===== src/rtl/dpia_ram.sv =====
// ----------------------------------------------------------------------------
// Generic RAM
// One write port, one read port, read data registered.
// ----------------------------------------------------------------------------
module dpia_ram #(
    parameter int WIDTH = 8,
    parameter int DEPTH = 256
) (
    input  logic                     clk,
    input  logic                     we,
    input  logic [$clog2(DEPTH)-1:0] waddr,
    input  logic [WIDTH-1:0]         wdata,
    input  logic                     re,
    input  logic [$clog2(DEPTH)-1:0] raddr,
    output logic [WIDTH-1:0]         rdata
);

    logic [WIDTH-1:0] mem [DEPTH];
    logic [WIDTH-1:0] rdata_reg;

    always_ff @(posedge clk)
    begin
        if (we)
        begin
            mem[waddr] <= wdata;
        end
        if (re)
        begin
            rdata_reg <= mem[raddr];
        end
    end

    assign rdata = rdata_reg;

endmodule


===== config.mk =====
export PLATFORM = sky130hd
export DESIGN_NAME = dpia_ram
export DESIGN_NICKNAME = d
export VERILOG_FILES = /design/src/rtl/dpia_ram.sv
export SDC_FILE = /design/constraint.sdc
export NUM_CORES = 2
export LEC_CHECK = 0
export BUFFER_PORTS_ARGS = -buffer_cell sky130_fd_sc_hd__buf_4
export CAP_MARGIN = 25
export CORE_ASPECT_RATIO = 2
export CORE_UTILIZATION = 40
export DETAILED_ROUTE_END_ITERATION = 7
export GPL_TIMING_DRIVEN = 0
export PLACE_DENSITY = 0.62
export SKIP_CTS_REPAIR_TIMING = 1
export SYNTH_ARGS = -nofsm -noshare
export SYNTH_HDL_FRONTEND = slang
export SYNTH_SLANG_ARGS = --single-unit

===== constraint.sdc =====
create_clock -name clk -period 2.2 [get_ports clk]
set_input_delay 0.11 -clock clk [delete_from_list [all_inputs] [get_ports clk]]
set_output_delay 0.11 -clock clk [all_outputs]
set_load 0.02 [all_outputs]

==> flow_summary.toml <==
[worst_setup_path]
path_cells = "buf_2 > buf_8 > buf_6 > clkbuf_2 > buf_16 > mux4_2 > a22oi_2 > a21oi_4 > nor4_4 > nor4_4"
r2r_cells = 5
crit_family = "buffers and inverters"
crit_path_end_kind = "flop"
max_stage_delay_ns = 0.55
crit_fanout = 10
worstSetupPathType = "primary input to flop"
crit_required_ns = 2.80
cp.arrival_ns = 3.16
crit_top_cell = "nor4_4"
timing.rr.start = "mem[243][7]"
start_kind = "primary input"
reg2reg_slack_ns = -0.33
worst_path_max_delay_cell = "nor4_4"
cp_num_buf_inv = 5
r2r_end = "rdata[7]"

[logic_synthesis]
async_flop_share = 0
avgSynthCellArea_um2 = 21.33
synth_top_area_frac = 0.7753
yosysUniqueCellTypes = 54
syn-cell-area_um2 = 79640
synth.area.top_cells = "edfxtp_1 (78%), mux4_2 (13%), mux2i_1 (1.7%)"
ys_warn_count = 0
syn_nets = 3760
synth_top_area_cell = "edfxtp_1"
synth_edf_count = 2056
ys_dominant_reg_cell = "edfxtp_1"
synth_common_cells = "edfxtp_1 (2056), mux4_2 (454), nor2_1 (282)"
synth_most_common_cell = "edfxtp_1"
synth_seq_cells = 2056
postSynthCellCount = 3733
yosysSeqAreaShare = 0.7753

[sta]
worst_slew_pin_slew_ns = 1.298
max_freq_mhz = 391.6
setup_viol = 1015
fin_crit_sh = 1.161
slew_headroom = 0.1345
hold_viol = 0
final.setup.tns_ns = -132.37
rsz0062_at_grt = "yes"
setup_slack_ns = -0.3539
maxSlewViolCount = 0
skew_ns = 0.03915
period_minus_slack_ns = 2.554

[drt]
avgViaCountPerCell = 6.076
drc_errors = 0
wl_mm = 259.3
vias = 40760
firstDrtPassIters = 6
antenna_left = 0
wl_per_cell_um = 38.65
drt_iter0_markers = 4494

[die]
initial_core_util = 0.4022
die_height_um = 633.0
io-pin-count = 35
dieWidth_um = 317.5
die_area_um2 = 201000
rows = 231
core-area_um2 = 198000

[min_path]
whs_path_depth = 2
hp-class = "primary input to flop"
hold_end = "rdata[7]"
min-delay-start = "re"

[clock_tree]
cts_tree = "done"
h-tree-depth = 4
clk-insertion-delay-late_ns = 0.88
clock_sinks = 2056
root_buffer = "clkbuf_16"
clkTransAtPathRegs_ns = 0.07
clk_path_buf_depth = 4
cts_buffers = 170

[pwr]
switching_share = 0.2249
irDropWorstVdd_mv = 0.6659
combPwrFrac = 0.067
p_total_mw = 78.74
switchingPower_mw = 17.71
clock_power_share = 0.384
seq_power_share = 0.549
cell_internal_pwr_mw = 61.03
p_leak_nw = 27.68
powerDensity_nw_per_um2 = 863.5

[run_status]
violations = "negative setup slack"
outcome = "finished, violations left"

[global_routing]
antenna_found_initial = 17
grt_max_degree = 157
overflow = 0
grt_pass1_wl_mm = 348.1
grt_pass1_vias = 41770
grt_use_total = 0.2573

[final_layout]
drive_gt1_frac = 0.2920
finish.utilization = 0.4606
area_growth_pct = 14.51
nNetsFinal = 4038
largest_reg_flops = 2048

[run]
max-cap-violations = 0

[placed_design]
dp_hpwl_mm = 182.8
gp_congestion = 1.066
io_buffers = 27
cells by family after synthesis:
logic type             Yosys count  synth area share
and+or+nand+nor                466           0.02625
AOI/OAI and AO/OA              385           0.03416
DFF                           2056            0.7753
buffers and inverters          235           0.01829
muxes                          591            0.1460
cells in the final DEF (no fill, tap or decap), types with 47 or more instances in the layout:
cell	instances
a21oi_1	79
a22oi_1	124
buf_4	66
buf_8	53
clkbuf_1	80
clkbuf_16	173
clkbuf_2	47
edfxtp_1	2056
mux2i_1	132
mux4_2	454
nor2_1	146
nor2_2	112
power groups by stage:
stage	logic (mW)	clock network [mW]	registers (mW)
5_1_grt	5.32	31.6	43.2
2_1_floorplan	2.10	0	44.1
4_1_cts	4.84	30.3	43.2
6_report	5.30	30.2	43.2
3_5_place_dp	4.83	0	44.1
3_3_place_gp	4.58	0	44.1
routing by layer:
| metal | global-route usage | up-vias | share of wire |
|---|---|---|---|
| li1 | - | 16240 | - |
| met1 | 0.2505 | 21440 | 0.30 |
| met2 | 0.4588 | 2301 | 0.52 |
| met3 | 0.04544 | 768 | 0.069 |
| met4 | 0.2435 | 6 | 0.11 |
| met5 | 0 | - | 0.00014 |
worst max path at each step:
stage	cells after the start	slack (ns)	start	to
final	10	-0.35	raddr[1]	rdata[7]
after global routing	6	-0.34	mem[87][0]	rdata[0]
after CTS	9	-1.79	raddr[1]	rdata[1]
after detailed placement	9	-2.67	raddr[1]	rdata[1]
after global placement	10	-3.72	raddr[1]	rdata[4]
after floorplan	9	0.01	raddr[0]	rdata[2]
layout make-up:
| class | count | area, um2 |
|---|---|---|
| tap | 2563 | 3207 |
| clock inverter | 93 | 850.8 |
| inverter | 2 | 7.507 |
| sequential | 2056 | 61740 |
| buffer | 232 | 1702 |
| multi-input combinational | 1442 | 17850 |
| timing repair buffer | 107 | 1370 |
| fill | 16240 | 106800 |
| clock buffer | 202 | 4438 |
| antenna | 11 | 27.53 |
through the flow:
step                std cells  hold WS (ns)  cell area (um2)  setup slack, ns
detailed placement       6383        0.3962            84060           -2.675
global route             6699       0.03456            91170          -0.3365
floorplan                3733        0.2089            79640          0.01387
global placement         6323        0.3877            83050           -3.718
finish                   6708       0.05250            91190          -0.3539
CTS                      6678       -0.4947            89350           -1.788
Note: power is estimated with default switching activity, not from simulation.
