`config.mk`:
```
export PLATFORM = sky130hd
export DESIGN_NAME = dpia_cfg
export DESIGN_NICKNAME = d
export VERILOG_FILES = /design/src/rtl/dpia_pkg.sv /design/src/rtl/dpia_cfg.sv
export SDC_FILE = /design/constraint.sdc
export NUM_CORES = 1
export LEC_CHECK = 0
export ABC_AREA = 1
export BUFFER_PORTS_ARGS = -buffer_cell sky130_fd_sc_hd__clkbuf_2
export CAP_MARGIN = 15
export CORE_ASPECT_RATIO = 0.8
export CORE_MARGIN = 5
export CORE_UTILIZATION = 31
export CTS_BUF_LIST = sky130_fd_sc_hd__clkbuf_4
export CTS_CLUSTER_SIZE = 40
export DETAILED_ROUTE_END_ITERATION = 8
export GPL_ROUTABILITY_DRIVEN = 0
export GPL_TIMING_DRIVEN = 0
export PLACE_DENSITY = 0.88
export REMOVE_ABC_BUFFERS = 1
export SYNTH_ARGS = -nofsm -noshare
export SYNTH_HDL_FRONTEND = slang
export SYNTH_SLANG_ARGS = --single-unit
```
`constraint.sdc`:
```
create_clock -name clk -period 1.25 [get_ports clk]
set_input_delay 0.375 -clock clk [delete_from_list [all_inputs] [get_ports clk]]
set_output_delay 0.375 -clock clk [all_outputs]
set_load 0.05 [all_outputs]
```
`src/rtl/dpia_pkg.sv`:
```
// ----------------------------------------------------------------------------
// Dual-pool id allocator package
// Shared widths, defaults, operation and status codes, controller state type.
// ----------------------------------------------------------------------------
package dpia_pkg;

    localparam int ID_W     = 9;
    localparam int MODE_W   = 3;
    localparam int STATUS_W = 3;
    localparam int TRK_W    = 8;
    localparam int LIMIT_W  = 9;
    localparam int ID_MAX   = 511;

    localparam int LOW_POOL_CAP_DEF  = 256;
    localparam int HIGH_POOL_CAP_DEF = 256;

    // APB register map: one 32-bit register at byte address 0
    localparam int PADDR_W   = 3;
    localparam int PDATA_W   = 32;
    localparam int REG_IDX_W = 1;
    localparam logic [REG_IDX_W-1:0] REG_UNSYNC_LIMIT = 1'b0;
    localparam logic [LIMIT_W-1:0]   LIMIT_RESET      = 9'd256;

    // operation codes
    localparam logic [MODE_W-1:0] MODE_FETCH_LOW  = 3'd0;
    localparam logic [MODE_W-1:0] MODE_FETCH_HIGH = 3'd1;
    localparam logic [MODE_W-1:0] MODE_DESTROY    = 3'd2;
    localparam logic [MODE_W-1:0] MODE_RELEASE    = 3'd3;
    localparam logic [MODE_W-1:0] MODE_SOFT_RESET = 3'd4;

    // status codes
    localparam logic [STATUS_W-1:0] STAT_OK          = 3'd0;
    localparam logic [STATUS_W-1:0] STAT_LOW_EMPTY   = 3'd1;
    localparam logic [STATUS_W-1:0] STAT_HIGH_EMPTY  = 3'd2;
    localparam logic [STATUS_W-1:0] STAT_NOT_TRACKED = 3'd3;
    localparam logic [STATUS_W-1:0] STAT_STACK_FULL  = 3'd4;

    localparam logic [TRK_W-1:0] TRK_SAT = '1;

    typedef enum logic [1:0] {
        ST_CLEAR,
        ST_IDLE,
        ST_POP,
        ST_EXEC
    } ctrl_state_t;

endpackage

```
`src/rtl/dpia_cfg.sv`:
```
// ----------------------------------------------------------------------------
// Dual-pool id allocator configuration
// APB register file holding the pool split, and the clamped limit it yields.
// ----------------------------------------------------------------------------
module dpia_cfg #(
    parameter int LOW_POOL_CAP = dpia_pkg::LOW_POOL_CAP_DEF
) (
    input  logic                           clk,
    input  logic                           rst_n,
    input  logic                           psel,
    input  logic                           penable,
    input  logic                           pwrite,
    input  logic [dpia_pkg::PADDR_W-1:0]   paddr,
    input  logic [dpia_pkg::PDATA_W-1:0]   pwdata,
    output logic [dpia_pkg::PDATA_W-1:0]   prdata,
    output logic                           pready,
    output logic [dpia_pkg::LIMIT_W-1:0]   eff_limit
);

    import dpia_pkg::*;

    logic [LIMIT_W-1:0]   limit_reg;
    logic [LIMIT_W-1:0]   limit_next;
    logic [REG_IDX_W-1:0] reg_idx;
    logic                 wr_en;

    assign reg_idx = paddr[PADDR_W-1:2];
    assign wr_en   = psel && penable && pwrite && pready;
    assign pready  = 1'b1;

    always_comb
    begin
        limit_next = limit_reg;
        if (wr_en && (reg_idx == REG_UNSYNC_LIMIT))
        begin
            limit_next = pwdata[LIMIT_W-1:0];
        end
    end

    always_ff @(posedge clk or negedge rst_n)
    begin
        if (!rst_n)
        begin
            limit_reg <= LIMIT_RESET;
        end
        else
        begin
            limit_reg <= limit_next;
        end
    end

    assign prdata = (reg_idx == REG_UNSYNC_LIMIT) ? PDATA_W'(limit_reg) : '0;

    // zero acts as one, anything above the low pool capacity as the capacity
    always_comb
    begin
        if (limit_reg == '0)
        begin
            eff_limit = LIMIT_W'(1);
        end
        else if (int'(limit_reg) > LOW_POOL_CAP)
        begin
            eff_limit = LIMIT_W'(LOW_POOL_CAP);
        end
        else
        begin
            eff_limit = limit_reg;
        end
    end

endmodule

```
==> metrics.md <==
| Metric | Value |
|---|---|
| Result of the run | `finished with violations` |
| Violations in the final reports | `negative setup slack` |
| Fraction of final layout cells with drive strength greater than 1 | `63.0%` |
| Portion of the post-synthesis area used by sequential elements | `31.5%` |
| Number of flip-flops in the largest register | `9` |
| Dominant cells by area after synthesis | `dfrtp_1 (28%), buf_4 (25%), nor2_1 (16%)` |
| Filler cells | `198` |
| CTS H-tree lvls | `1` |
| Met1 Usage GRT | `9.63%` |
| Hold Path Stages | `3` |
| Final number of hold-violating endpoints | `0` |
| TritonRoute pass-1 iters | `3` |
| First-pass GRT wire length | `2.72 mm` |
| Critical Path Source Type | `flop` |
| Number of antenna violations at the first check in global routing | `0` |
| Final number of setup-violating endpoints | `18` |
| Max Cap Violations | `0` |
| Core Footprint | `2180 sq um` |
| GRT met2 Usage | `20.7%` |
| Number of cell rows | `15` |
| Fraction of the cycle the final worst path needs | `142%` |
| Worst hold-check path type | `in2reg` |
| WL per Instance | `12.8 microns` |
| Worst-path cell with the longest stage delay | `dfstp_2` |
| GR Util met3 | `4.46%` |
| Number of clock buffers inserted by TritonCTS | `3` |
| Setup WS post-layout | `-531 ps` |
| Post-DRT Antenna Nets | `0` |
| Worst hold slack after final layout | `343 ps` |
| HPWL after detailed placement | `1.33 mm` |
| Mean cell area of the mapped netlist | `7.64 sq um` |
| Die outline area | `3390 sq um` |
| PwrDens | `1540 nW/um^2` |
| Post-synth top area share | `27.9%` |
| Reg2Reg Capture Point | `limit_reg[5]` |
| Total congestion overflow | `0` |
| Number of violations reported at the end of detailed-routing iteration 0 | `37` |
| Unrepaired setup endpoints after global routing | `true` |
| Hold Path Sink | `limit_reg[1]` |
| Clock Latency Late Sink | `260 ps` |
| Count of input and output buffers | `32` |
| Root Buffer Master | `clkbuf_4` |
| Category of the critical setup timing path | `reg2out` |
| Clock-pin slew of the registers on the worst-case setup and hold paths | `70 ps` |
| Chip height | `53.1 microns` |
| Detailed-route wire length | `2.08 mm` |
| Core occupancy in the finished layout | `56.4%` |
| Io pins | `82` |
| CP Data Arrival Time | `1410 ps` |
| F_max | `0.562 GHz` |
| Leakage power summed over all cells | `0.614 nW` |
| Count of cell types in the netlist | `13` |
| Source of the worst hold timing path | `pwdata[1]` |
| Crit path time final | `1780 ps` |
| Width of the die | `63.8 microns` |
| Drt drc | `0` |
| Syn-to-layout area delta | `71.1%` |
| Cell Area, Synth | `718 sq um` |
| Cell type with the largest total area after synthesis | `dfrtp_1` |
| Worst Setup End Kind | `primary output` |
| Total number of nets in the final design | `179` |
| Data required, critical path | `880 ps` |
| Number of sinks handled by clock tree synthesis | `9` |
| Via count of the first global-routing pass | `634` |
| Worst-case clock skew | `0 ps` |
| Most used routing layer in global routing | `met2` |
| Number of diodes | `0` |
| R2r startpoint | `limit_reg[5]` |
| Maximum number of pins on one net before global-route repair | `19` |
| Peak supply drop | `0.000914 V` |
| Largest stage delay on the critical path | `570 ps` |
| Clock tree from TritonCTS | `yes` |
| Worst path cell trace | `inv_4, nor2_4, nor2_2, buf_8` |
| Crit path max-delay family | `flip-flops` |
| Flop and latch count out of synthesis | `9` |
| Number of standard cells after synthesis | `94` |
| Total count of max-transition violations in the final report | `0` |
| Drt via density | `3.99` |
| Yosys warning total | `0` |
| Starting Density | `33.0%` |
| Routed via count | `650` |
| Overall Power | `1.90 mW` |
| Highest net fanout along the worst path | `7` |
| Total GRT Usage | `10.6%` |
| Worst Reg2Reg Path Length in Cells | `5` |
| Longest Clk Path Bufs | `2` |
| Crit path buf inv count | `2` |
| R2R Setup Slk | `290 ps` |
[synthesized netlist by cell type]
master / instances
inv_4: 1
conb_1: 2
buf_6: 2
buf_4: 24
dfrtp_1: 8
inv_1: 9
nand2_1: 5
nor2_1: 30
nor2_2: 1
clkbuf_1: 1
a21oi_2: 9
nand4_4: 1
dfstp_2: 1
[what timing repair did]
item,4_1_cts,5_1_grt
hold buffers,1,0
pin swaps,1,5
setup buffers,6,7
endpoints found under the setup margin,18,18
hold endpoints to repair,8,0
resized for setup,54,46
[cells in the final DEF, fill, tap and decap left out, types with 3 or more instances in the layout]
cell type / netlist / layout
a21oi_2: 9 / 9
buf_4: 24 / 9
buf_6: 2 / 3
buf_8: 0 / 16
clkbuf_2: 0 / 13
clkbuf_4: 0 / 4
conb_1: 2 / 24
dfrtp_1: 8 / 8
inv_2: 0 / 3
inv_4: 1 / 6
nand2_1: 5 / 5
nor2_1: 30 / 12
nor2_2: 1 / 8
nor2_4: 0 / 11
[area by class of cell]
| type | instances | area, sq um | area share [%] |
|---|---|---|---|
| Timing Repair Buffer | 45 | 463 | 37.7 |
| Inverter | 10 | 52.6 | 4.28 |
| Tap cell | 25 | 31.3 | 2.55 |
| Multi-Input combinational cell | 70 | 428 | 34.8 |
| Sequential cell | 9 | 226 | 18.4 |
| Clock buffer | 3 | 22.5 | 1.83 |
| Clock inverter | 1 | 5.00 | 0.407 |
[worst max-delay path by stage]
| stage | from | end | slack, ps | cells past startpoint |
|---|---|---|---|---|
| floorplan | limit_reg[8] | prdata[8] | -610 | 2 |
| global placement | limit_reg[8] | eff_limit[2] | -480 | 4 |
| detailed placement | limit_reg[8] | eff_limit[4] | -500 | 4 |
| CTS | limit_reg[5] | eff_limit[4] | -500 | 6 |
| global route | limit_reg[2] | eff_limit[5] | -600 | 6 |
| finish | limit_reg[8] | eff_limit[5] | -530 | 4 |
[metal layers]
| metal | up-vias | share of wire (%) |
|---|---|---|
| li1 | 323 | - |
| met1 | 302 | 35 |
| met2 | 23 | 57 |
| met3 | 2 | 6.3 |
| met4 | 0 | 0.91 |
| met5 | - | 0 |
[worst reg2reg max path, stage by stage, from the launching register on]
cell,delay [ps]
dfrtp_1,380
buf_4,150
inv_4,70
buf_4,100
buf_4,90
a21oi_2,40
[power by group]
| group | leakage (nW) | total [mW] | switching, mW | internal (mW) |
|---|---|---|---|---|
| logic | 0.500 | 1.27 | 0.804 | 0.469 |
| registers | 0.0957 | 0.390 | 0.0399 | 0.351 |
| clock network | 0.0177 | 0.234 | 0.116 | 0.118 |
| total | 0.614 | 1.90 | 0.959 | 0.937 |
[cell families (layout without fill, tap and decap cells)]
| logic type | after synthesis | in the layout | share of synthesized area [%] |
|---|---|---|---|
| other | 2 | 24 | 1.05 |
| buffers and inverters | 37 | 59 | 34.3 |
| AOI/OAI and AO/OA | 9 | 9 | 11.0 |
| DFF | 9 | 9 | 31.5 |
| and+or+nand+nor | 37 | 37 | 22.1 |
[stage by stage]
step	setup TNS, ps	instances	setup WS, ps	cell area (sq um)
finish	-5640	163	-531	1230
detailed placement	-5870	146	-497	786
global placement	-5350	146	-476	786
floorplan	-5860	89	-605	594
global route	-6480	163	-596	1230
CTS	-5460	157	-502	1070
Power figures use the tool's default switching activity.
