==> src/rtl/dpia_pkg.sv <==
// ----------------------------------------------------------------------------
// Dual-pool id allocator package
// Shared widths, defaults, operation and status codes, controller state type.
// ----------------------------------------------------------------------------
package dpia_pkg;

    localparam int ID_W     = 9;
    localparam int MODE_W   = 3;
    localparam int STATUS_W = 3;
    localparam int TRK_W    = 8;
    localparam int LIMIT_W  = 9;
    localparam int ID_MAX   = 511;

    localparam int LOW_POOL_CAP_DEF  = 256;
    localparam int HIGH_POOL_CAP_DEF = 256;

    // APB register map: one 32-bit register at byte address 0
    localparam int PADDR_W   = 3;
    localparam int PDATA_W   = 32;
    localparam int REG_IDX_W = 1;
    localparam logic [REG_IDX_W-1:0] REG_UNSYNC_LIMIT = 1'b0;
    localparam logic [LIMIT_W-1:0]   LIMIT_RESET      = 9'd256;

    // operation codes
    localparam logic [MODE_W-1:0] MODE_FETCH_LOW  = 3'd0;
    localparam logic [MODE_W-1:0] MODE_FETCH_HIGH = 3'd1;
    localparam logic [MODE_W-1:0] MODE_DESTROY    = 3'd2;
    localparam logic [MODE_W-1:0] MODE_RELEASE    = 3'd3;
    localparam logic [MODE_W-1:0] MODE_SOFT_RESET = 3'd4;

    // status codes
    localparam logic [STATUS_W-1:0] STAT_OK          = 3'd0;
    localparam logic [STATUS_W-1:0] STAT_LOW_EMPTY   = 3'd1;
    localparam logic [STATUS_W-1:0] STAT_HIGH_EMPTY  = 3'd2;
    localparam logic [STATUS_W-1:0] STAT_NOT_TRACKED = 3'd3;
    localparam logic [STATUS_W-1:0] STAT_STACK_FULL  = 3'd4;

    localparam logic [TRK_W-1:0] TRK_SAT = '1;

    typedef enum logic [1:0] {
        ST_CLEAR,
        ST_IDLE,
        ST_POP,
        ST_EXEC
    } ctrl_state_t;

endpackage

==> src/rtl/dpia_ctrl.sv <==
// ----------------------------------------------------------------------------
// Dual-pool id allocator controller
// Sequencer doing read-modify-write on the free-stack and tracked-count RAMs.
// ----------------------------------------------------------------------------
module dpia_ctrl #(
    parameter int LOW_POOL_CAP  = dpia_pkg::LOW_POOL_CAP_DEF,
    parameter int HIGH_POOL_CAP = dpia_pkg::HIGH_POOL_CAP_DEF,
    localparam int STK_DEPTH    = LOW_POOL_CAP + HIGH_POOL_CAP,
    localparam int STK_AW       = $clog2(STK_DEPTH),
    localparam int TRK_AW       = $clog2(LOW_POOL_CAP)
) (
    input  logic                            clk,
    input  logic                            rst_n,
    input  logic [dpia_pkg::LIMIT_W-1:0]    eff_limit,
    input  logic                            req_valid,
    output logic                            req_ready,
    input  logic [dpia_pkg::MODE_W-1:0]     mode,
    input  logic [dpia_pkg::ID_W-1:0]       body_id,
    output logic                            rsp_valid,
    input  logic                            rsp_ready,
    output logic [dpia_pkg::ID_W-1:0]       result_id,
    output logic [dpia_pkg::STATUS_W-1:0]   status,
    output logic                            is_low_pool,
    output logic                            stk_we,
    output logic [STK_AW-1:0]               stk_waddr,
    output logic [dpia_pkg::ID_W-1:0]       stk_wdata,
    output logic                            stk_re,
    output logic [STK_AW-1:0]               stk_raddr,
    input  logic [dpia_pkg::ID_W-1:0]       stk_rdata,
    output logic                            trk_we,
    output logic [TRK_AW-1:0]               trk_waddr,
    output logic [dpia_pkg::TRK_W-1:0]      trk_wdata,
    output logic                            trk_re,
    output logic [TRK_AW-1:0]               trk_raddr,
    input  logic [dpia_pkg::TRK_W-1:0]      trk_rdata
);

    import dpia_pkg::*;

    localparam int LCNT_W = $clog2(LOW_POOL_CAP + 1);
    localparam int HCNT_W = $clog2(HIGH_POOL_CAP + 1);

    ctrl_state_t state_reg, state_next;

    logic [TRK_AW-1:0]   clr_idx_reg, clr_idx_next;
    logic [LCNT_W-1:0]   low_cnt_reg, low_cnt_next;
    logic [HCNT_W-1:0]   high_cnt_reg, high_cnt_next;
    logic [ID_W-1:0]     low_gen_reg, low_gen_next;
    logic [ID_W-1:0]     high_gen_reg, high_gen_next;

    // operation held between accept and execute
    logic [MODE_W-1:0]   op_mode_reg;
    logic [ID_W-1:0]     op_body_reg;
    logic                op_pop_reg;
    logic                op_empty_reg;
    logic                op_untracked_reg;
    logic [ID_W-1:0]     op_gen_id_reg;

    logic                rsp_valid_reg, rsp_valid_next;
    logic [ID_W-1:0]     rsp_id_reg;
    logic [STATUS_W-1:0] rsp_status_reg;
    logic                rsp_low_reg;

    logic                accept;
    logic                exec_go;

    logic                low_pop, low_empty, high_pop, high_empty, body_untracked;
    logic                acc_pop, acc_empty;
    logic [ID_W-1:0]     acc_gen_id;

    logic [ID_W-1:0]     exec_id;
    logic [STATUS_W-1:0] exec_status;
    logic                exec_trk_we;
    logic [TRK_AW-1:0]   exec_trk_addr;
    logic [TRK_W-1:0]    exec_trk_data;
    logic                push_en;
    logic                push_low;

    assign accept  = req_valid && req_ready;
    assign exec_go = (state_reg == ST_EXEC) && (!rsp_valid_reg || rsp_ready);

    // ---- decisions taken at accept, from registered counters ----
    assign low_pop        = (low_cnt_reg != '0);
    assign low_empty      = (low_gen_reg >= eff_limit);
    assign high_pop       = (high_cnt_reg != '0);
    assign high_empty     = (int'(high_gen_reg) >= HIGH_POOL_CAP) ||
                            (({1'b0, eff_limit} + {1'b0, high_gen_reg}) > (ID_W + 1)'(ID_MAX));
    assign body_untracked = (int'(body_id) >= LOW_POOL_CAP);

    always_comb
    begin
        acc_pop    = 1'b0;
        acc_empty  = 1'b0;
        acc_gen_id = low_gen_reg;
        unique case (mode)
            MODE_FETCH_LOW:
            begin
                acc_pop    = low_pop;
                acc_empty  = !low_pop && low_empty;
                acc_gen_id = low_gen_reg;
            end
            MODE_FETCH_HIGH:
            begin
                acc_pop    = high_pop;
                acc_empty  = !high_pop && high_empty;
                acc_gen_id = eff_limit + high_gen_reg;
            end
            default:
            begin
                acc_pop = 1'b0;
            end
        endcase
    end

    // ---- next state ----
    always_comb
    begin
        state_next   = state_reg;
        clr_idx_next = clr_idx_reg;
        unique case (state_reg)
            ST_CLEAR:
            begin
                clr_idx_next = clr_idx_reg + 1'b1;
                if (clr_idx_reg == TRK_AW'(LOW_POOL_CAP - 1))
                begin
                    state_next = ST_IDLE;
                end
            end
            ST_IDLE:
            begin
                if (accept)
                begin
                    state_next = (mode == MODE_FETCH_LOW && acc_pop) ? ST_POP : ST_EXEC;
                end
            end
            ST_POP:
            begin
                state_next = ST_EXEC;
            end
            ST_EXEC:
            begin
                if (exec_go)
                begin
                    state_next = ST_IDLE;
                end
            end
            default:
            begin
                state_next = ST_CLEAR;
            end
        endcase
    end

    // ---- outputs of the sequencer: handshake, RAM reads, tracked writes ----
    always_comb
    begin
        req_ready = 1'b0;
        stk_re    = 1'b0;
        stk_raddr = '0;
        trk_re    = 1'b0;
        trk_raddr = '0;
        trk_we    = 1'b0;
        trk_waddr = exec_trk_addr;
        trk_wdata = exec_trk_data;
        unique case (state_reg)
            ST_CLEAR:
            begin
                trk_we    = 1'b1;
                trk_waddr = clr_idx_reg;
                trk_wdata = '0;
            end
            ST_IDLE:
            begin
                req_ready = 1'b1;
                if (mode == MODE_FETCH_LOW)
                begin
                    stk_re    = req_valid && low_pop;
                    stk_raddr = STK_AW'(low_cnt_reg - 1'b1);
                    trk_re    = req_valid && !low_pop && !low_empty;
                    trk_raddr = TRK_AW'(low_gen_reg);
                end
                else if (mode == MODE_FETCH_HIGH)
                begin
                    stk_re    = req_valid && high_pop;
                    stk_raddr = STK_AW'(LOW_POOL_CAP) + STK_AW'(high_cnt_reg - 1'b1);
                end
                else if (mode == MODE_DESTROY)
                begin
                    trk_re    = req_valid && !body_untracked;
                    trk_raddr = TRK_AW'(body_id);
                end
            end
            ST_POP:
            begin
                // reused id has just come out of the stack
                trk_re    = 1'b1;
                trk_raddr = TRK_AW'(stk_rdata);
            end
            ST_EXEC:
            begin
                trk_we = exec_go && exec_trk_we;
            end
            default:
            begin
                trk_we = 1'b0;
            end
        endcase
    end

    // ---- execute: result, counter updates, RAM writes ----
    assign push_low = (op_body_reg < eff_limit);

    always_comb
    begin
        exec_id       = op_body_reg;
        exec_status   = STAT_OK;
        exec_trk_we   = 1'b0;
        exec_trk_addr = TRK_AW'(op_body_reg);
        exec_trk_data = trk_rdata - 1'b1;
        push_en       = 1'b0;
        low_cnt_next  = low_cnt_reg;
        high_cnt_next = high_cnt_reg;
        low_gen_next  = low_gen_reg;
        high_gen_next = high_gen_reg;
        stk_waddr     = STK_AW'(low_cnt_reg);
        stk_wdata     = op_body_reg;

        unique case (op_mode_reg)
            MODE_FETCH_LOW:
            begin
                if (op_pop_reg)
                begin
                    exec_id      = stk_rdata;
                    low_cnt_next = low_cnt_reg - 1'b1;
                end
                else if (op_empty_reg)
                begin
                    exec_id     = '0;
                    exec_status = STAT_LOW_EMPTY;
                end
                else
                begin
                    exec_id      = op_gen_id_reg;
                    low_gen_next = low_gen_reg + 1'b1;
                end
                exec_trk_we   = !op_empty_reg && (int'(exec_id) < LOW_POOL_CAP);
                exec_trk_addr = TRK_AW'(exec_id);
                exec_trk_data = (trk_rdata == TRK_SAT) ? TRK_SAT : trk_rdata + 1'b1;
            end
            MODE_FETCH_HIGH:
            begin
                if (op_pop_reg)
                begin
                    exec_id       = stk_rdata;
                    high_cnt_next = high_cnt_reg - 1'b1;
                end
                else if (op_empty_reg)
                begin
                    exec_id     = '0;
                    exec_status = STAT_HIGH_EMPTY;
                end
                else
                begin
                    exec_id       = op_gen_id_reg;
                    high_gen_next = high_gen_reg + 1'b1;
                end
            end
            MODE_DESTROY, MODE_RELEASE:
            begin
                if (op_mode_reg == MODE_DESTROY && (op_untracked_reg || trk_rdata == '0))
                begin
                    exec_status = STAT_NOT_TRACKED;
                end
                else if (push_low)
                begin
                    if (int'(low_cnt_reg) >= LOW_POOL_CAP)
                    begin
                        exec_status = STAT_STACK_FULL;
                    end
                    else
                    begin
                        push_en      = 1'b1;
                        stk_waddr    = STK_AW'(low_cnt_reg);
                        low_cnt_next = low_cnt_reg + 1'b1;
                    end
                end
                else
                begin
                    if (int'(high_cnt_reg) >= HIGH_POOL_CAP)
                    begin
                        exec_status = STAT_STACK_FULL;
                    end
                    else
                    begin
                        push_en       = 1'b1;
                        stk_waddr     = STK_AW'(LOW_POOL_CAP) + STK_AW'(high_cnt_reg);
                        high_cnt_next = high_cnt_reg + 1'b1;
                    end
                end
                exec_trk_we = (op_mode_reg == MODE_DESTROY) && push_en;
            end
            MODE_SOFT_RESET:
            begin
                low_cnt_next  = '0;
                high_cnt_next = '0;
                low_gen_next  = '0;
                high_gen_next = '0;
            end
            default:
            begin
                exec_status = STAT_OK;
            end
        endcase
    end

    assign stk_we = exec_go && push_en;

    always_comb
    begin
        rsp_valid_next = rsp_valid_reg;
        if (exec_go)
        begin
            rsp_valid_next = 1'b1;
        end
        else if (rsp_ready)
        begin
            rsp_valid_next = 1'b0;
        end
    end

    // ---- registers ----
    always_ff @(posedge clk or negedge rst_n)
    begin
        if (!rst_n)
        begin
            state_reg     <= ST_CLEAR;
            clr_idx_reg   <= '0;
            low_cnt_reg   <= '0;
            high_cnt_reg  <= '0;
            low_gen_reg   <= '0;
            high_gen_reg  <= '0;
            rsp_valid_reg <= 1'b0;
        end
        else
        begin
            state_reg     <= state_next;
            clr_idx_reg   <= clr_idx_next;
            rsp_valid_reg <= rsp_valid_next;
            if (exec_go)
            begin
                low_cnt_reg  <= low_cnt_next;
                high_cnt_reg <= high_cnt_next;
                low_gen_reg  <= low_gen_next;
                high_gen_reg <= high_gen_next;
            end
        end
    end

    always_ff @(posedge clk)
    begin
        if (accept)
        begin
            op_mode_reg      <= mode;
            op_body_reg      <= body_id;
            op_pop_reg       <= acc_pop;
            op_empty_reg     <= acc_empty;
            op_untracked_reg <= body_untracked;
            op_gen_id_reg    <= acc_gen_id;
        end
        if (exec_go)
        begin
            rsp_id_reg     <= exec_id;
            rsp_status_reg <= exec_status;
            rsp_low_reg    <= (exec_id < eff_limit);
        end
    end

    assign rsp_valid   = rsp_valid_reg;
    assign result_id   = rsp_id_reg;
    assign status      = rsp_status_reg;
    assign is_low_pool = rsp_low_reg;

    // ---- assertions ----
    a_low_cnt_bound: assert property (@(posedge clk) disable iff (!rst_n)
        int'(low_cnt_reg) <= LOW_POOL_CAP)
        else $error("low free count above capacity");

    a_high_cnt_bound: assert property (@(posedge clk) disable iff (!rst_n)
        int'(high_cnt_reg) <= HIGH_POOL_CAP)
        else $error("high free count above capacity");

    a_stk_no_overlap: assert property (@(posedge clk) disable iff (!rst_n)
        !(stk_we && stk_re))
        else $error("stack read and write in the same cycle");

    a_accept_busy: assert property (@(posedge clk) disable iff (!rst_n)
        accept |=> (state_reg == ST_POP || state_reg == ST_EXEC))
        else $error("accepted item not taken into execution");

    a_empty_zero_id: assert property (@(posedge clk) disable iff (!rst_n)
        (exec_go && (exec_status == STAT_LOW_EMPTY || exec_status == STAT_HIGH_EMPTY))
        |=> (rsp_id_reg == '0))
        else $error("exhausted pool returned a nonzero id");

endmodule

==> config.mk <==
export PLATFORM = sky130hd
export DESIGN_NAME = dpia_ctrl
export DESIGN_NICKNAME = d
export VERILOG_FILES = /design/src/rtl/dpia_pkg.sv /design/src/rtl/dpia_ctrl.sv
export SDC_FILE = /design/constraint.sdc
export NUM_CORES = 1
export LEC_CHECK = 0
export ABC_AREA = 0
export BUFFER_PORTS_ARGS = -buffer_cell sky130_fd_sc_hd__buf_2
export CAP_MARGIN = 20
export CORE_AREA = 2 2 114 116
export CTS_CLUSTER_DIAMETER = 80
export DETAILED_ROUTE_END_ITERATION = 10
export DIE_AREA = 0 0 116 118
export PLACE_DENSITY = 0.76
export SLEW_MARGIN = 10
export SYNTH_ARGS = -nofsm -noshare
export SYNTH_HDL_FRONTEND = slang
export SYNTH_SLANG_ARGS = --single-unit
==> constraint.sdc <==
create_clock -name clk -period 3.79 [get_ports clk]
set_input_delay 1.137 -clock clk [delete_from_list [all_inputs] [get_ports clk]]
set_output_delay 1.137 -clock clk [all_outputs]
set_load 0.05 [all_outputs]
==> results of run 1 <==
## area by class of cell
class                      count  area [sq um]  area share
clock buffer                  11           243      0.0284
clock inverter                 5          82.6     0.00967
inverter                      34           153      0.0179
multi-input combinational    583          4270       0.500
sequential                    84          2290       0.268
tap                          172           215      0.0252
timing repair buffer         184          1290       0.151
## power by group
part | leakage (uW) | switching [uW] | internal [uW]
sequential | 0.000955 | 362 | 1260
combinational | 0.00256 | 2110 | 1100
clock | 0.000161 | 374 | 599
## per-stage QoR
step	std cells	instance area (sq um)	setup WS (ns)
after floorplan	740	6730	-0.291
after global placement	1052	7860	-0.526
after detailed placement	1052	7860	-0.546
after CTS	1073	8420	-0.288
after global routing	1073	8540	-0.343
final	1073	8540	-0.277
## path summary, 6_finish.rpt
check / startpoint / end / depth (start not counted)
hold / removal: clr_idx_reg[7] / clr_idx_reg[7] / 1
setup reg to reg: stk_wdata[3] / low_cnt_reg[1] / 9
max in group asynchronous: rst_n / low_cnt_reg[7] / 2
hold reg to reg: clr_idx_reg[7] / clr_idx_reg[7] / 1
min in group asynchronous: rst_n / high_gen_reg[3] / 1
setup / recovery: eff_limit[6] / stk_waddr[4] / 11
## cell families after synthesis
| logic type | synth area share |
|---|---|
| adders and majority gates | 0.101 |
| DFF | 0.358 |
| AOI/OAI and AO/OA | 0.224 |
| xor gates and xnor gates | 0.0480 |
| buffers and inverters | 0.0446 |
| muxes | 0.0348 |
| and+or+nand+nor | 0.189 |
## placed cells by master, fill, tap and decap left out, types with 24 or more instances in the layout
| cell | n |
|---|---|
| buf_2 | 86 |
| nor2_1 | 85 |
| buf_4 | 73 |
| nand2_1 | 59 |
| a21oi_1 | 59 |
| o21ai_0 | 48 |
| dfrtp_1 | 46 |
| ha_1 | 39 |
| edfxtp_1 | 37 |
| inv_1 | 25 |
| nand3_1 | 24 |
## worst max-delay path: cells and delay by family
kind | cells | cell delay (ns)
AO/OA/AOI/OAI | 3 | 0.34
adder cells (fa/ha/maj) | 1 | 0.26
buffers and inverters | 4 | 0.41
multiplexers | 1 | 0.31
AND/OR/NAND/NOR | 2 | 0.46
## repair_timing
action | CTS | global route
pin swaps | 13 | 6
buffers inserted | 4 | 1
resized for setup | 59 | 32
endpoints found under the setup margin | 20 | 22
gates cloned | 1 | 0
## metal layers
layer / up-vias / track usage / part of all wire
li1: 3047 / - / -
met1: 3088 / 0.423 / 0.44
met2: 330 / 0.452 / 0.46
met3: 52 / 0.0644 / 0.082
met4: 0 / 0.100 / 0.023
met5: - / 0 / 0
==> run summary, run 1 <==
row count: 41
# clock sinks: 84
hold_buf cts: 0
most common cell in the netlist: nor2_1
VDD IR max: 0.421 mV
CTS tree: done
max frequency: 246 MHz
final hold violations: 0
first-pass GRT wire length: 32100 um
Mapped Cells: 740
most used cell, CP: buf_8
Hold Slack: 0.505 ns
Tot Pwr: 5800 uW
ys async rst share: 0.560
first drt pass iteration count: 6
syn nets: 833
Pwr Density: 679 nW/um^2
Setup-failing EPs final: 12
I/O Buffers: 111
top post-synthesis cells by count: nor2_1, a21oi_1, nand2_1
drc violations: 0
final WL: 20500 um
CP startpoint kind: input port
clk_lat worst skew: 0.35 ns
RD Place Congestion: 0.974
status: finished, violations left
Setup Skew: 0.0112 ns
WP data arrival: 2.93 ns
dpl hpwl: 15500 um
failing checks: negative setup slack
synthesized cell area: 6390 sq um
register area share after synthesis: 0.358
Yosys reg bits: 84
Syn. warnings: 0
area delta synth->final: 33.7%
critical path's slowest cell: or3_4
antenna violations before repair: 0
CP max FO: 5
Antenna diodes: 0
CTS root buf: clkbuf_16
Final #Nets: 989
TritonCTS Buffers: 9
critical path required time: 2.65 ns
Rel. slew slack: 0.485
Synth area leader: dfrtp_1
Placeable Area: 12400 sq um
clk slew on worst S/H paths: 0.06 ns
DR vias/cell: 6.07
H-Tree Depth: 3
ANT nets after route: 0
gr ovfl total: 0
Lkg Pwr: 0.00367 uW
Routed wire per std cell: 19.1 um
Tcrit/Tclk final: 1.07
worst setup margin: -0.277 ns
worst setup path category: input port to primary output
layout filler cell count: 981
DR iter-0 viols: 690
area of the die: 13700 sq um
CTS max path bufs: 2
Max-Cap Viols: 0
Total GRT Usage: 0.299
CP Cell Sequence: buf_8 -> inv_6 -> ha_4 -> a211oi_4 -> o21a_1 -> o21ai_2 -> nand2_1 -> or3_4 -> buf_6 -> mux2_4 -> buf_8
RSZ-0062 raised after global routing: yes
fin crit period: 4.07 ns
starting density of the core: 0.515
top-area cell type share of the netlist area: 0.184
setup TNS: -2.27 ns
Crit. End Element: primary output
die extent in y: 118 um
die width: 116 um
vias in the first global route: 6250
number of flops mapped to enable cells by yosys: 37
Core Util, Final: 0.688
largest net degree at the start of global routing: 32
ranking of synthesized cells by area: dfrtp_1, edfxtp_1, ha_1
Slew @ Worst Pin: 0.769 ns
Tightest Hold Check Type: flip-flop to flip-flop
unique cell type count in the Yosys netlist: 64
fraction of layout cells with a size suffix above 1: 0.315
top_reg_cell synth: dfrtp_1
# IOs: 112
worst reg2reg setup slack: 1.14 ns
Slew Limit Fails: 0
Avg Cell Area, Syn: 8.64 sq um
Vias: 6517
CP max stage delay: 0.36 ns
Power figures use the tool's default switching activity.
==> run 2, diff against run 1 <==
--- a/config.mk
+++ b/config.mk
@@ -6,7 +6,7 @@
 export NUM_CORES = 1
 export LEC_CHECK = 0
 export ABC_AREA = 0
-export BUFFER_PORTS_ARGS = -buffer_cell sky130_fd_sc_hd__buf_2
+export BUFFER_PORTS_ARGS = -buffer_cell sky130_fd_sc_hd__buf_4
 export CAP_MARGIN = 20
 export CORE_AREA = 2 2 114 116
 export CTS_CLUSTER_DIAMETER = 80
==> run 2 against run 1 <==
The run still ends with negative setup slack left. Power increased by 2.8%. Combinational power increased by 8.1%. Clock power is 12% lower. Clock skew shrank 0.0022 ns. Critical path depth did not move. Via count rose by 3.7%. Register-to-register slack worse by 1.2 ns. Largest power group unchanged. Highest routed layer unchanged.
==> run summary, run 2 (synthesis gave the netlist of run 1 again) <==
first drt pass iteration count: 5 (-1)
# placed instances: 1051 (-0.095%)
Hold Slack: 0.503 ns (-0.00198 ns)
Setup Skew: 0.00896 ns (-0.00221 ns)
Slew @ Worst Pin: 0.729 ns (-0.0403 ns)
sequential share of power: 0.274 (-0.005)
failing checks: negative setup slack
Placeable Area: 12400 sq um (unchanged)
FF+latch area: 2290 sq um (about the same)
starting density of the core: 0.515 (unchanged)
drc violations: 0 (unchanged)
cell family with most CP delay: simple AND/OR/NAND/NOR gates
max frequency: 242 MHz (-1.5%)
Rel. slew slack: 0.511 (+0.0255)
Lkg Pwr: 0.00381 uW (+3.7%)
Total GRT Usage: 0.314 (+0.0159)
final WL: 21600 um (+5.1%)
Slew Limit Fails: 0 (unchanged)
clock power share: 0.144 (-0.024)
RSZ-0062 raised after global routing: yes
Tightest Hold Check Type: flip-flop to flip-flop
ANT nets after route: 0 (unchanged)
Max-Cap Viols: 0 (unchanged)
CTS root buf: clkbuf_16
# IOs: 112 (unchanged)
clk slew on worst S/H paths: 0.06 ns (about the same)
Vias: 6760 (+3.7%)
critical path required time: 2.65 ns (about the same)
VDD IR max: 0.434 mV (+3.1%)
RD Place Congestion: 0.961 (-1.4%)
vias in the first global route: 6407 (+2.5%)
I/O Buffers: 111 (unchanged)
CP startpoint kind: input port
Pwr Density: 667 nW/um^2 (-1.8%)
CP max stage delay: 0.38 ns (+0.02 ns)
critical path's slowest cell: or3_4
Antenna diodes: 0 (unchanged)
worst setup path category: input port to primary output
DR vias/cell: 6.18 (+1.8%)
worst setup margin: -0.339 ns (-0.0620 ns)
Bufs and invs on worst path: 4 (unchanged)
antenna violations before repair: 0 (unchanged)
status: finished, violations left
TritonCTS Buffers: 9 (unchanged)
CP Cell Sequence: buf_8 -> inv_6 -> ha_4 -> o21a_1 -> o21ai_2 -> o21ai_2 -> nand2_2 -> or3_4 -> buf_6 -> mux2_4 -> buf_6
switch share: 0.492 (+0.00198)
most common cell after layout, fill and taps aside: buf_4
dpl hpwl: 15600 um (+0.54%)
CP max FO: 5 (unchanged)
gr ovfl total: 0 (unchanged)
Non-Filler Instances: 1093 (+1.9%)
Pint: 3030 uW (+2.4%)
Switching Power: 2930 uW (+3.2%)
row count: 41 (unchanged)
CTS tree: done
Crit. End Element: primary output
first-pass GRT wire length: 33700 um (+4.9%)
final hold violations: 0 (unchanged)
die extent in y: 118 um (unchanged)
Multi-input gate area: 4300 sq um (+0.67%)
DR iter-0 viols: 769 (+11%)
Routed wire per std cell: 19.7 um (+3.1%)
H-Tree Depth: 3 (unchanged)
WP data arrival: 2.99 ns (+0.06 ns)
# clock sinks: 84 (unchanged)
worst reg2reg setup slack: -0.07 ns (-1.21 ns)
die width: 116 um (unchanged)
Tcrit/Tclk final: 1.09 (+0.0164)
Setup-failing EPs final: 13 (+1)
CTS max path bufs: 2 (unchanged)
largest net degree at the start of global routing: 48 (+50%)
area of the die: 13700 sq um (unchanged)
Tot Pwr: 5960 uW (+2.8%)
area delta synth->final: 39.9%
fraction of layout cells with a size suffix above 1: 0.337 (+0.0214)
layout filler cell count: 935 (-4.7%)
commonest cells after routing, fill and taps aside: buf_4, nor2_1, a21oi_1, nand2_1, o21ai_0
Comb pwr share: 0.582 (+0.029)
Final #Nets: 1009 (+2.0%)
fin crit period: 4.13 ns (+0.0620 ns)
clk_lat worst skew: 0.36 ns (about the same)
[run 2: layout make-up]
type,instances,share of cell area
multi-input cells,583,0.481
repair buffers,204,0.190
clock inverters,6,0.00518
clock buffers,10,0.0267
inverters,34,0.0173
well taps,172,0.0241
flip-flops and latches,84,0.256
[run 2: power by group through the flow]
stage,Combinational [uW],Sequential [uW],Clock [uW]
CTS,3330,1620,867
detailed placement,3130,1630,0
finish,3470,1630,859
global placement,3060,1620,0
global route,3690,1660,899
floorplan,2080,1700,0
[run 2: path summary, 6_finish.rpt]
| check | to | startpoint | depth (start not counted) |
|---|---|---|---|
| setup / recovery | stk_waddr[4] | eff_limit[3] | 11 |
| hold / removal | clr_idx_reg[7] | clr_idx_reg[7] | 1 |
| setup reg to reg | status[2] | stk_wdata[2] | 25 |
| hold reg to reg | clr_idx_reg[7] | clr_idx_reg[7] | 1 |
| max in group asynchronous | high_cnt_reg[3] | rst_n | 1 |
| min in group asynchronous | clr_idx_reg[2] | rst_n | 1 |
[run 2: repair_timing]
| item | in CTS | in global routing |
|---|---|---|
| gates resized for setup | 60 | 25 |
| buffers inserted | 19 | 6 |
| hold buffers | 0 | 0 |
| gates cloned | 1 | 0 |
| pin swaps | 15 | 8 |
| endpoints found under the setup margin | 18 | 20 |
[run 2: layer usage]
metal | up-vias | global-route usage | wire (um)
met1 | 3248 | 0.440 | 8970
met5 | - | 0 | 0
met3 | 56 | 0.0613 | 2030
li1 | 3080 | - | -
met4 | 0 | 0.0990 | 646
met2 | 376 | 0.490 | 9940
[run 2: metrics by stage]
step           setup TNS [ns]  setup slack [ns]  utilization  cell area [sq um]
6_report                -3.47            -0.339        0.720               8940
5_1_grt                 -3.92            -0.364        0.720               8940
4_1_cts                 -2.60            -0.274        0.708               8790
3_5_place_dp            -4.56            -0.486        0.655               8130
3_3_place_gp            -4.25            -0.452        0.655               8130
2_1_floorplan           -1.52            -0.291            -               6730
[run 2: worst reg2reg max path: cells and delay by family (launching register included)]
family	cells	cell delay, ns
buf+inv	18	2.16
flops	1	0.55
simple gates	2	0.17
fa+ha+maj	1	0.33
compound gates	4	0.42
